<file path="config.mk">
export PLATFORM = sky130hd
export DESIGN_NAME = nnis_axis
export DESIGN_NICKNAME = d
export VERILOG_FILES = /design/src/hw/rtl/nnis_pkg.sv /design/src/hw/rtl/nnis_axis.sv
export SDC_FILE = /design/constraint.sdc
export NUM_CORES = 1
export LEC_CHECK = 0
export BUFFER_PORTS_ARGS = -buffer_cell sky130_fd_sc_hd__buf_2
export CELL_PAD_IN_SITES_DETAIL_PLACEMENT = 1
export CELL_PAD_IN_SITES_GLOBAL_PLACEMENT = 2
export CORE_MARGIN = 4
export CORE_UTILIZATION = 39
export CTS_CLUSTER_SIZE = 12
export DETAILED_ROUTE_END_ITERATION = 10
export GPL_TIMING_DRIVEN = 1
export HOLD_SLACK_MARGIN = 0.03
export PLACE_DENSITY = 0.89
export SLEW_MARGIN = 0
export SYNTH_ARGS = -nofsm -noshare
export SYNTH_HDL_FRONTEND = slang
export SYNTH_SLANG_ARGS = --single-unit
</file>
<file path="constraint.sdc">
create_clock -name clock -period 6.08 [get_ports clock]
set_clock_uncertainty 0.15 [all_clocks]
set_input_delay 0.608 -clock clock [delete_from_list [all_inputs] [get_ports clock]]
set_output_delay 0.608 -clock clock [all_outputs]
set_load 0.01 [all_outputs]
</file>
<file path="src/hw/rtl/nnis_pkg.sv">
// Shared constants, types and helper functions for the nearest-neighbor scaler.
// Used by nnis_axis and the scaler core; depends on nothing.
`timescale 1ns / 1ps
`default_nettype none

package nnis_pkg;

   // Depth of the source pixel store; a power of two, so address wrap is a bit-select.
   localparam int SOURCE_DEPTH  = 65536;
   localparam int MAX_DIMENSION = 1024;

   localparam int ADDR_W   = $clog2(SOURCE_DEPTH);
   localparam int DIM_W    = 11;                    // width of each size register
   localparam int COORD_W  = 10;                    // destination coordinate width
   localparam int INDEX_W  = 16;                    // load index width
   localparam int COLOR_W  = 8;
   localparam int PIXEL_W  = 32;
   localparam int CSR_IDX_W = 2;

   // Product of a coordinate and a size, and the source address sum.
   localparam int PROD_W = COORD_W + DIM_W;
   localparam int SUM_W  = 2 * DIM_W + 1;

   // Divider: the quotient is below the source size, so it has DIM_W bits.
   localparam int QUOT_W     = DIM_W;
   localparam int DIV_STEPS  = 2;
   localparam int DIV_STAGES = (QUOT_W + DIV_STEPS - 1) / DIV_STEPS;
   localparam int DIV_W      = DIM_W + QUOT_W;

   // Registers from the input register to the clamped source coordinate.
   localparam int AXIS_LAT = DIV_STAGES + 2;

   // Input operation codes.
   localparam logic OP_LOAD   = 1'b0;
   localparam logic OP_RENDER = 1'b1;

   // Configuration register indexes.
   localparam logic [CSR_IDX_W-1:0] CSR_SRC_WIDTH  = 2'd0;
   localparam logic [CSR_IDX_W-1:0] CSR_SRC_HEIGHT = 2'd1;
   localparam logic [CSR_IDX_W-1:0] CSR_DST_WIDTH  = 2'd2;
   localparam logic [CSR_IDX_W-1:0] CSR_DST_HEIGHT = 2'd3;

   localparam logic [DIM_W-1:0] SRC_WIDTH_RESET  = 11'd320;
   localparam logic [DIM_W-1:0] SRC_HEIGHT_RESET = 11'd200;
   localparam logic [DIM_W-1:0] DST_WIDTH_RESET  = 11'd320;
   localparam logic [DIM_W-1:0] DST_HEIGHT_RESET = 11'd200;

   // Control bits that travel with each beat: at most one of them is set.
   typedef struct packed {
      logic load;
      logic render;
   } ctrl_type;

   // Payload that travels alongside the coordinate mapping.
   typedef struct packed {
      logic [COORD_W-1:0] x;
      logic [COORD_W-1:0] y;
      logic [INDEX_W-1:0] index;
      logic [PIXEL_W-1:0] argb;
   } item_type;

   // A size register above the maximum dimension acts as the maximum.
   function automatic logic [DIM_W-1:0] limit_dim(input logic [DIM_W-1:0] v);
      logic [DIM_W-1:0] r;
      r = v;
      if (32'(v) > MAX_DIMENSION) begin
         r = DIM_W'(MAX_DIMENSION);
      end
      return r;
   endfunction

   // One restoring division step. The word holds the partial remainder above
   // the dividend bits still to be consumed; quotient bits enter at the bottom.
   function automatic logic [DIV_W-1:0] div_step(input logic [DIV_W-1:0] w,
                                                 input logic [DIM_W-1:0] d);
      logic [DIM_W:0]    trial;
      logic [DIM_W-1:0]  rem;
      logic [QUOT_W-1:0] nq;
      logic              qbit;
      trial = {w[DIV_W-1:QUOT_W], w[QUOT_W-1]};
      qbit  = (trial >= {1'b0, d});
      if (qbit) begin
         rem = DIM_W'(trial - {1'b0, d});
      end else begin
         rem = trial[DIM_W-1:0];
      end
      nq = {w[QUOT_W-2:0], qbit};
      return {rem, nq};
   endfunction

endpackage

`default_nettype wire

</file>
<file path="src/hw/rtl/nnis_axis.sv">
// One axis of the coordinate mapping: product, pipelined restoring divider and clamp.
// Depends on nnis_pkg.
`timescale 1ns / 1ps
`default_nettype none

module nnis_axis
   import nnis_pkg::*;
(
   input  wire logic               clock,
   input  wire logic               adv,
   input  wire logic [COORD_W-1:0] pos,
   input  wire logic [DIM_W-1:0]   src_dim,
   input  wire logic [DIM_W-1:0]   dst_dim,
   output logic      [DIM_W-1:0]   src_pos
);

   logic [PROD_W-1:0] prod_ff;
   logic [DIV_W-1:0]  div_ff [DIV_STAGES];
   logic [DIV_W-1:0]  div_in [DIV_STAGES];
   logic [DIM_W-1:0]  src_pos_ff;
   logic [DIM_W-1:0]  src_pos_in;
   logic [QUOT_W-1:0] quot;

   // Since pos < dst_dim, the top bits of the product are already below the
   // divisor and can seed the remainder directly.
   for (genvar k = 0; k < DIV_STAGES; k++) begin : g_div
      logic [DIV_W-1:0] w_start;

      if (k == 0) begin : g_first
         assign w_start = {DIM_W'(prod_ff >> QUOT_W), prod_ff[QUOT_W-1:0]};
      end else begin : g_next
         assign w_start = div_ff[k-1];
      end

      always_comb begin
         logic [DIV_W-1:0] w;
         w = w_start;
         for (int j = 0; j < DIV_STEPS; j++) begin
            if (k * DIV_STEPS + j < QUOT_W) begin
               w = div_step(w, dst_dim);
            end
         end
         div_in[k] = w;
      end
   end

   assign quot = div_ff[DIV_STAGES-1][QUOT_W-1:0];

   always_comb begin
      if (quot >= src_dim) begin
         src_pos_in = src_dim - DIM_W'(1);
      end else begin
         src_pos_in = quot;
      end
   end

   always_ff @(posedge clock) begin
      if (adv) begin
         prod_ff <= PROD_W'(pos) * PROD_W'(src_dim);
         for (int k = 0; k < DIV_STAGES; k++) begin
            div_ff[k] <= div_in[k];
         end
         src_pos_ff <= src_pos_in;
      end
   end

   assign src_pos = src_pos_ff;

endmodule

`default_nettype wire

</file>
==> key figures, run 1 <==
Status
  – Result of the run: completed

Synth
  – Synth warnings: 0
  – Netlist area before placement: 0.0152 mm^2
  – Proportion of register bits with asynchronous set or reset after synthesis: 0%
  – Syn avg cell area: 10.2 um^2
  – Syn Nets: about 1.8k
  – Number of library cell types mapped by synthesis: 76
  – Count of flip-flops with a built-in enable after synthesis: 153
  – Primary flip-flop cell chosen by synthesis mapping: edfxtp_1
  – Syn Inst Count: 1498
  – Proportion of synthesized chip area in sequential cells: ~30%
  – Synth Register Bits: 153

Global routing
  – Number of antenna violations at the first check in global routing: 1
  – Wire length of the first global-routing pass: between 60000 and 70000 um
  – Grt total ovfl: 0
  – Overall fraction of global-route tracks in use: between 10% and 20%
  – Maximum number of pins on one net before global-route repair: 92
  – Vias in the first global route: 12.3k

Floorplan
  – Overall die width: 206 um
  – Effective utilization at floorplan: 39.5%
  – Area of the core region: about 0.039 mm^2
  – Count of standard-cell rows: 72
  – Vertical die dimension: between 200 and 250 um
  – Ports: 45
  – Die outline area: about 0.042 mm^2

Placed design
  – Weighted congestion at the end of routability-driven global placement: 0.857
  – Count of port buffers added during placement: 44
  – Half-perimeter wire length after detailed placement: 32600 um

Setup path
  – WS Path Type: flip-flop to flip-flop
  – CP endpoint kind: flip-flop
  – Required time worst endpoint: 6.11 ns
  – Maximum fanout along the worst path: 12
  – Critical Path Source Type: flip-flop
  – Slowest stage delay, CP: 0.45 ns
  – Library cell contributing the largest single delay on the critical path: fa_1
  – Data arrival time of the critical path: 5.54 ns
  – List of cells traversed by the critical path: inv_1 > ha_1 > inv_1 > fa_1 > a211oi_2 > nor2_1 > o211a_1 > o21a_1 > mux2_2 > ha_1 > a21oi_2 > o21ai_2 > a2111oi_2 > nor3_1 > o311a_1 > a2111oi_4 > buf_4 > mux2_2

Layout
  – Commonest non-fill, non-tap cell in the layout: ha_1
  – Util after Layout: 43.5%
  – Number of antenna diodes: 0
  – Layout Nets: 1865
  – Fraction of layout instances using a drive strength above 1: 13.0%
  – Highest-count cells in the layout ignoring fill and taps: 189 x ha_1, 153 x edfxtp_1, 147 x inv_1
  – Area growth from synthesis to layout: 10.3%
  – Multi-input gate area: 0.00996 mm^2
  – Final-layout fill cell count: 4302
  – Flip-flop and latch area: 0.00459 mm^2

Worst hold path
  – Type of the worst min-delay path: flip-flop to flip-flop

Route
  – Post-detailed-route count of antenna-violating nets: 0
  – Length of the first detailed-routing pass in iterations: 7
  – Vias: between 10k and 15k
  – Final routed wirelength across all metal layers: between 40000 and 50000 um
  – DR DRC count: 0
  – Iteration-0 DRC Markers: about 650
  – WL/cell: 19.5 um
  – Via density: 5.55

STA
  – RSZ-0062 raised after global routing: false
  – Final-report hold violation count: 0
  – Final worst-path cycle share: between 90% and 100%
  – Worst Tran Pin Value: 0.876 ns
  – Highest Clock Rate: 182 MHz
  – Total count of max-transition violations in the final report: 0
  – Setup violation total in the final timing report: 0
  – Minimum clock period: 5.51 ns
  – Relative slew slack: a little over two fifths
  – Final TNS setup: 0 ns

CTS
  – Total of cells resized after clock tree synthesis: 0
  – Hold bufs inserted after CTS: 0
  – Worst-Skew Late Latency: 0.44 ns
  – Clock transition at the registers of the reported paths: 0.07 ns
  – Htree depth: 4
  – Clock Root Buffer: clkbuf_16
  – Clock tree from TritonCTS: built
  – Clock sinks: 153
  – Number of buffers between clock root and the deepest sink: 2
  – Setup fix buffers added after clock tree synthesis: 0
  – Number of buffers created by CTS: 17

Job
  – Max Cap Violations: 0
==> routing by layer <==
metal,wire [um],GRT usage (%),share of wire (%),vias to the layer above
li1,-,-,-,5519
met1,18800,26.1,46,5867
met2,20100,33.1,49,180
met3,1180,2.79,2.9,53
met4,645,4.45,1.6,0
met5,0,0,0,-
==> through the flow <==
| stage | hold WS [ns] | instances | setup slack (ns) | area [um^2] |
|---|---|---|---|---|
| after floorplan | 0.250 | 1498 | 0.337 | 15200 |
| after global placement | 0.251 | 2061 | 0.247 | 16200 |
| after detailed placement | 0.255 | 2061 | 0.107 | 16200 |
| after CTS | 0.267 | 2092 | 0.538 | 16800 |
| after global routing | 0.272 | 2092 | 0.334 | 16800 |
| final | 0.265 | 2092 | 0.571 | 16800 |
==> layout make-up <==
type	instances	area share, %
clock inverters	14	0.826
clock buffers	17	2.53
repair buffers	78	2.94
inverters	147	3.28
multi-input cells	1165	59.2
flip-flops and latches	153	27.3
well taps	518	3.86
==> state kept, by name, summed over array words and instances, names as in the netlist <==
register	cells
div_ff	121
prod_ff	21
src_pos	11
==> cell usage after synthesis (all sizes together), types with 13 or more instances <==
master,number,area share [%]
mux2,77,5.9
nor3,44,1.4
nand4,20,0.82
nand2,124,3.1
nor2,76,1.9
a21o,40,2.0
inv,147,3.6
a21oi,59,2.0
and2,73,3.0
edfxtp,153,30
ha,189,16
fa,80,11
o21a,18,0.89
nand3,23,0.75
clkbuf,23,0.57
nor2b,19,0.78
o21ai,60,2.0
a211oi,13,0.67
xor2,39,2.2
xnor2,57,3.3
==> kinds of logic (layout without fill, tap and decap cells) <==
group                      Yosys count  in the layout  synth area share [%]
muxes                               89             89                  6.67
xor gates and xnor gates            96             96                  5.51
DFF                                153            153                  30.1
buffers and inverters              180            256                  4.55
and+or+nand+nor                    419            419                  13.6
adders and majority gates          269            269                  26.0
AOI/OAI and AO/OA                  292            292                  13.5
==> final timing paths <==
| kind | start | to | slack, ns | cells after the start |
|---|---|---|---|---|
| setup / recovery | div_ff[0][10] | div_ff[1][12] | 0.57 | 18 |
| hold / removal | div_ff[3][6] | div_ff[4][8] | 0.26 | 0 |
| setup reg to reg | div_ff[0][10] | div_ff[1][12] | 0.57 | 18 |
| hold reg to reg | div_ff[3][6] | div_ff[4][8] | 0.26 | 0 |
==> critical path: cells and delay by family (launching register included) <==
family | cells | cell delay (ns)
buf+inv | 3 | 0.50
simple gates | 2 | 0.25
mux | 2 | 0.69
flops | 1 | 0.39
compound gates | 8 | 2.28
fa+ha+maj | 3 | 1.01
Power of run 1 is left out: the tool's default activity adds up to more than one toggle a clock period on the data nets, which glitch-free logic cannot reach.
==> run 2: changes to the inputs <==
--- a/config.mk
+++ b/config.mk
@@ -5,16 +5,17 @@
 export SDC_FILE = /design/constraint.sdc
 export NUM_CORES = 1
 export LEC_CHECK = 0
-export BUFFER_PORTS_ARGS = -buffer_cell sky130_fd_sc_hd__buf_2
 export CELL_PAD_IN_SITES_DETAIL_PLACEMENT = 1
 export CELL_PAD_IN_SITES_GLOBAL_PLACEMENT = 2
 export CORE_MARGIN = 4
-export CORE_UTILIZATION = 39
+export CORE_UTILIZATION = 40
 export CTS_CLUSTER_SIZE = 12
 export DETAILED_ROUTE_END_ITERATION = 10
+export DONT_BUFFER_PORTS = 1
 export GPL_TIMING_DRIVEN = 1
 export HOLD_SLACK_MARGIN = 0.03
 export PLACE_DENSITY = 0.89
+export REMOVE_ABC_BUFFERS = 1
 export SLEW_MARGIN = 0
 export SYNTH_ARGS = -nofsm -noshare
 export SYNTH_HDL_FRONTEND = slang
==> run 2 against run 1 <==
Effect of this change:
- clock-buffer cell count unchanged
- first-iteration DRC count down 0.31%
- critical endpoint is now div_ff[4][16]
- wire length up 0.39%
- hold slack worse by 0.13 ns
- highest routed layer is now met5
- die area down 2.4%
- via count down 1.7%
- final cell count down 3.0%
- largest cell class unchanged
- sequential cell count unchanged
- fmax down 0.46%
- worst setup slack worse by 0.025 ns
==> key figures, run 2 (synthesis gave the netlist of run 1 again) <==
Global routing
  – Maximum number of pins on one net before global-route repair: 154 (+67%)
  – Vias in the first global route: 12.2k (-0.69%)
  – Wire length of the first global-routing pass: 66200 um (+1.2%)
  – Overall fraction of global-route tracks in use: 19.8% (+0.46 points)
  – Number of antenna violations at the first check in global routing: 1 (unchanged)
  – Grt total ovfl: 0 (unchanged)

Setup path
  – Slowest stage delay, CP: 0.52 ns (+0.07 ns)
  – Required time worst endpoint: 6.12 ns (about the same)
  – List of cells traversed by the critical path: ha_1 > a2111oi_2 > o31ai_1 > nor3_1 > a21bo_2 > inv_1 > mux2_2 > ha_1 > nand3_1 > o211ai_1 > o41ai_1 > buf_4 > a21oi_1 > o21a_1 > a2111oi_4 > buf_4 > mux2_2
  – Data arrival time of the critical path: 5.57 ns (+0.03 ns)
  – Maximum fanout along the worst path: 12 (unchanged)
  – CP endpoint kind: flip-flop
  – Library cell contributing the largest single delay on the critical path: edfxtp_1
  – Critical Path Source Type: flip-flop
  – Launch point of the worst reg-to-reg path: div_ff[3][19]
  – WS Path Type: flip-flop to flip-flop
  – Total buffers and inverters traversed by the critical path: 3 (unchanged)
  – Delay-heaviest family, CP: compound AO/OA/AOI/OAI gates
  – Critical path startpoint: div_ff[3][19]

Floorplan
  – Effective utilization at floorplan: 40.5% (+1.0 points)
  – Area of the core region: 0.0377 mm^2 (-2.5%)
  – Ports: 45 (unchanged)
  – Die outline area: 0.0413 mm^2 (-2.4%)
  – Count of standard-cell rows: 71 (-1.4%)
  – Overall die width: 203 um (-1.2%)
  – Vertical die dimension: 203 um (-1.2%)

STA
  – Final-report hold violation count: 0 (unchanged)
  – RSZ-0062 raised after global routing: false
  – Slack of the critical path: 0.546 ns (-0.0255 ns)
  – Final TNS setup: 0 ns (unchanged)
  – Relative slew slack: 56.8% (+15 points)
  – Highest Clock Rate: 181 MHz (-0.46%)
  – Minimum clock period: 5.53 ns (+0.0255 ns)
  – Setup violation total in the final timing report: 0 (unchanged)
  – Total count of max-transition violations in the final report: 0 (unchanged)
  – Final worst-path cycle share: 91.0% (+0.42 points)
  – Worst Tran Pin Value: 0.648 ns (-0.228 ns)
  – Worst Hold Margin: 0.136 ns (-0.129 ns)

CTS
  – Total of cells resized after clock tree synthesis: 0 (unchanged)
  – Number of buffers created by CTS: 17 (unchanged)
  – Clock Root Buffer: clkbuf_16
  – Clock tree from TritonCTS: built
  – Clock transition at the registers of the reported paths: 0.08 ns (about the same)
  – Hold bufs inserted after CTS: 0 (unchanged)
  – Number of buffers between clock root and the deepest sink: 2 (unchanged)
  – Htree depth: 4 (unchanged)
  – Worst-Skew Late Latency: 0.44 ns (about the same)
  – Clock sinks: 153 (unchanged)
  – Setup fix buffers added after clock tree synthesis: 0 (unchanged)

Placed design
  – Half-perimeter wire length after detailed placement: 32000 um (-2.0%)
  – Placed cell area: 0.0159 mm^2 (-2.1%)
  – Weighted congestion at the end of routability-driven global placement: 0.859 (+0.26%)
  – Count of port buffers added during placement: 0 (-100%)
  – Worst slack at placement: 0.420 ns (+0.314 ns)

Route
  – Length of the first detailed-routing pass in iterations: 5 (-2)
  – Met1 wire length: 18900 um (+0.60%)
  – Via density: 5.63 (+1.3%)
  – Post-detailed-route count of antenna-violating nets: 0 (unchanged)
  – Vias: 11.4k (-1.7%)
  – Iteration-0 DRC Markers: 650 (-0.31%)
  – Met3 wire length: 1660 um (+40%)
  – Final routed wirelength across all metal layers: 40900 um (+0.39%)
  – WL/cell: 20.1 um (+3.5%)
  – Met2 WL post-DR: 19700 um (-1.9%)
  – Top Metal Used: met5
  – DR DRC count: 0 (unchanged)

Layout
  – Register with the most flip-flops: div_ff
  – Flip-flop and latch area: 0.00459 mm^2 (unchanged)
  – Highest-count cells in the layout ignoring fill and taps: 189 x ha_1, 153 x edfxtp_1, 147 x inv_1
  – Multi-input gate area: 0.00996 mm^2 (unchanged)
  – Area growth from synthesis to layout: 8.17%
  – Commonest non-fill, non-tap cell in the layout: ha_1
  – Layout Nets: 1809 (-3.0%)
  – Post-Layout Inst Area: 0.0165 mm^2 (-1.9%)
  – Final-layout fill cell count: 4272 (-0.70%)
  – Flip-flop count of the largest register after layout: 121 (unchanged)
  – Number of antenna diodes: 0 (unchanged)
  – Fraction of layout instances using a drive strength above 1: 9.94% (-3.1 points)

Job
  – Max Cap Violations: 0 (unchanged)

Worst hold path
  – Type of the worst min-delay path: primary input to flip-flop
  – Hold_sp: adv

Status
  – Result of the run: completed
-- run 2: final timing paths --
kind / depth (start not counted) / to / slack [ns]
min: 0 / prod_ff[19] / 0.14
min reg2reg: 0 / div_ff[5][3] / 0.27
max reg2reg: 17 / div_ff[4][16] / 0.55
max: 17 / div_ff[4][16] / 0.55
-- run 2: layout make-up --
class                           instances  area share, %
Clock inverter                         15          0.956
Timing Repair Buffer                   22           1.00
Inverter                              147           3.35
Multi-Input combinational cell       1165           60.4
Clock buffer                           17           2.58
Sequential cell                       153           27.9
Tap cell                              511           3.88
-- run 2: stage by stage --
step	cells	util [%]
2_1_floorplan	1465	-
3_3_place_gp	1998	42.2
3_5_place_dp	1998	42.2
4_1_cts	2030	43.8
5_1_grt	2030	43.8
6_report	2030	43.8
-- run 2: routing by layer --
layer | vias to the layer above | GRT usage (%)
li1 | 5407 | -
met1 | 5766 | 27.0
met2 | 198 | 33.6
met3 | 46 | 3.13
met4 | 2 | 4.41
met5 | - | 0
-- run 2: worst register-to-register path: stages (launching register included) --
cell       delay, ns
edfxtp_1        0.52
ha_1            0.45
a2111oi_2       0.46
o31ai_1         0.18
nor3_1          0.25
a21bo_2         0.38
inv_1           0.16
mux2_2          0.32
ha_1            0.37
nand3_1         0.13
o211ai_1        0.12
o41ai_1         0.33
buf_4           0.21
a21oi_1         0.07
o21a_1          0.20
a2111oi_4       0.34
buf_4           0.28
mux2_2          0.37
Power of run 2 is left out for the same reason.
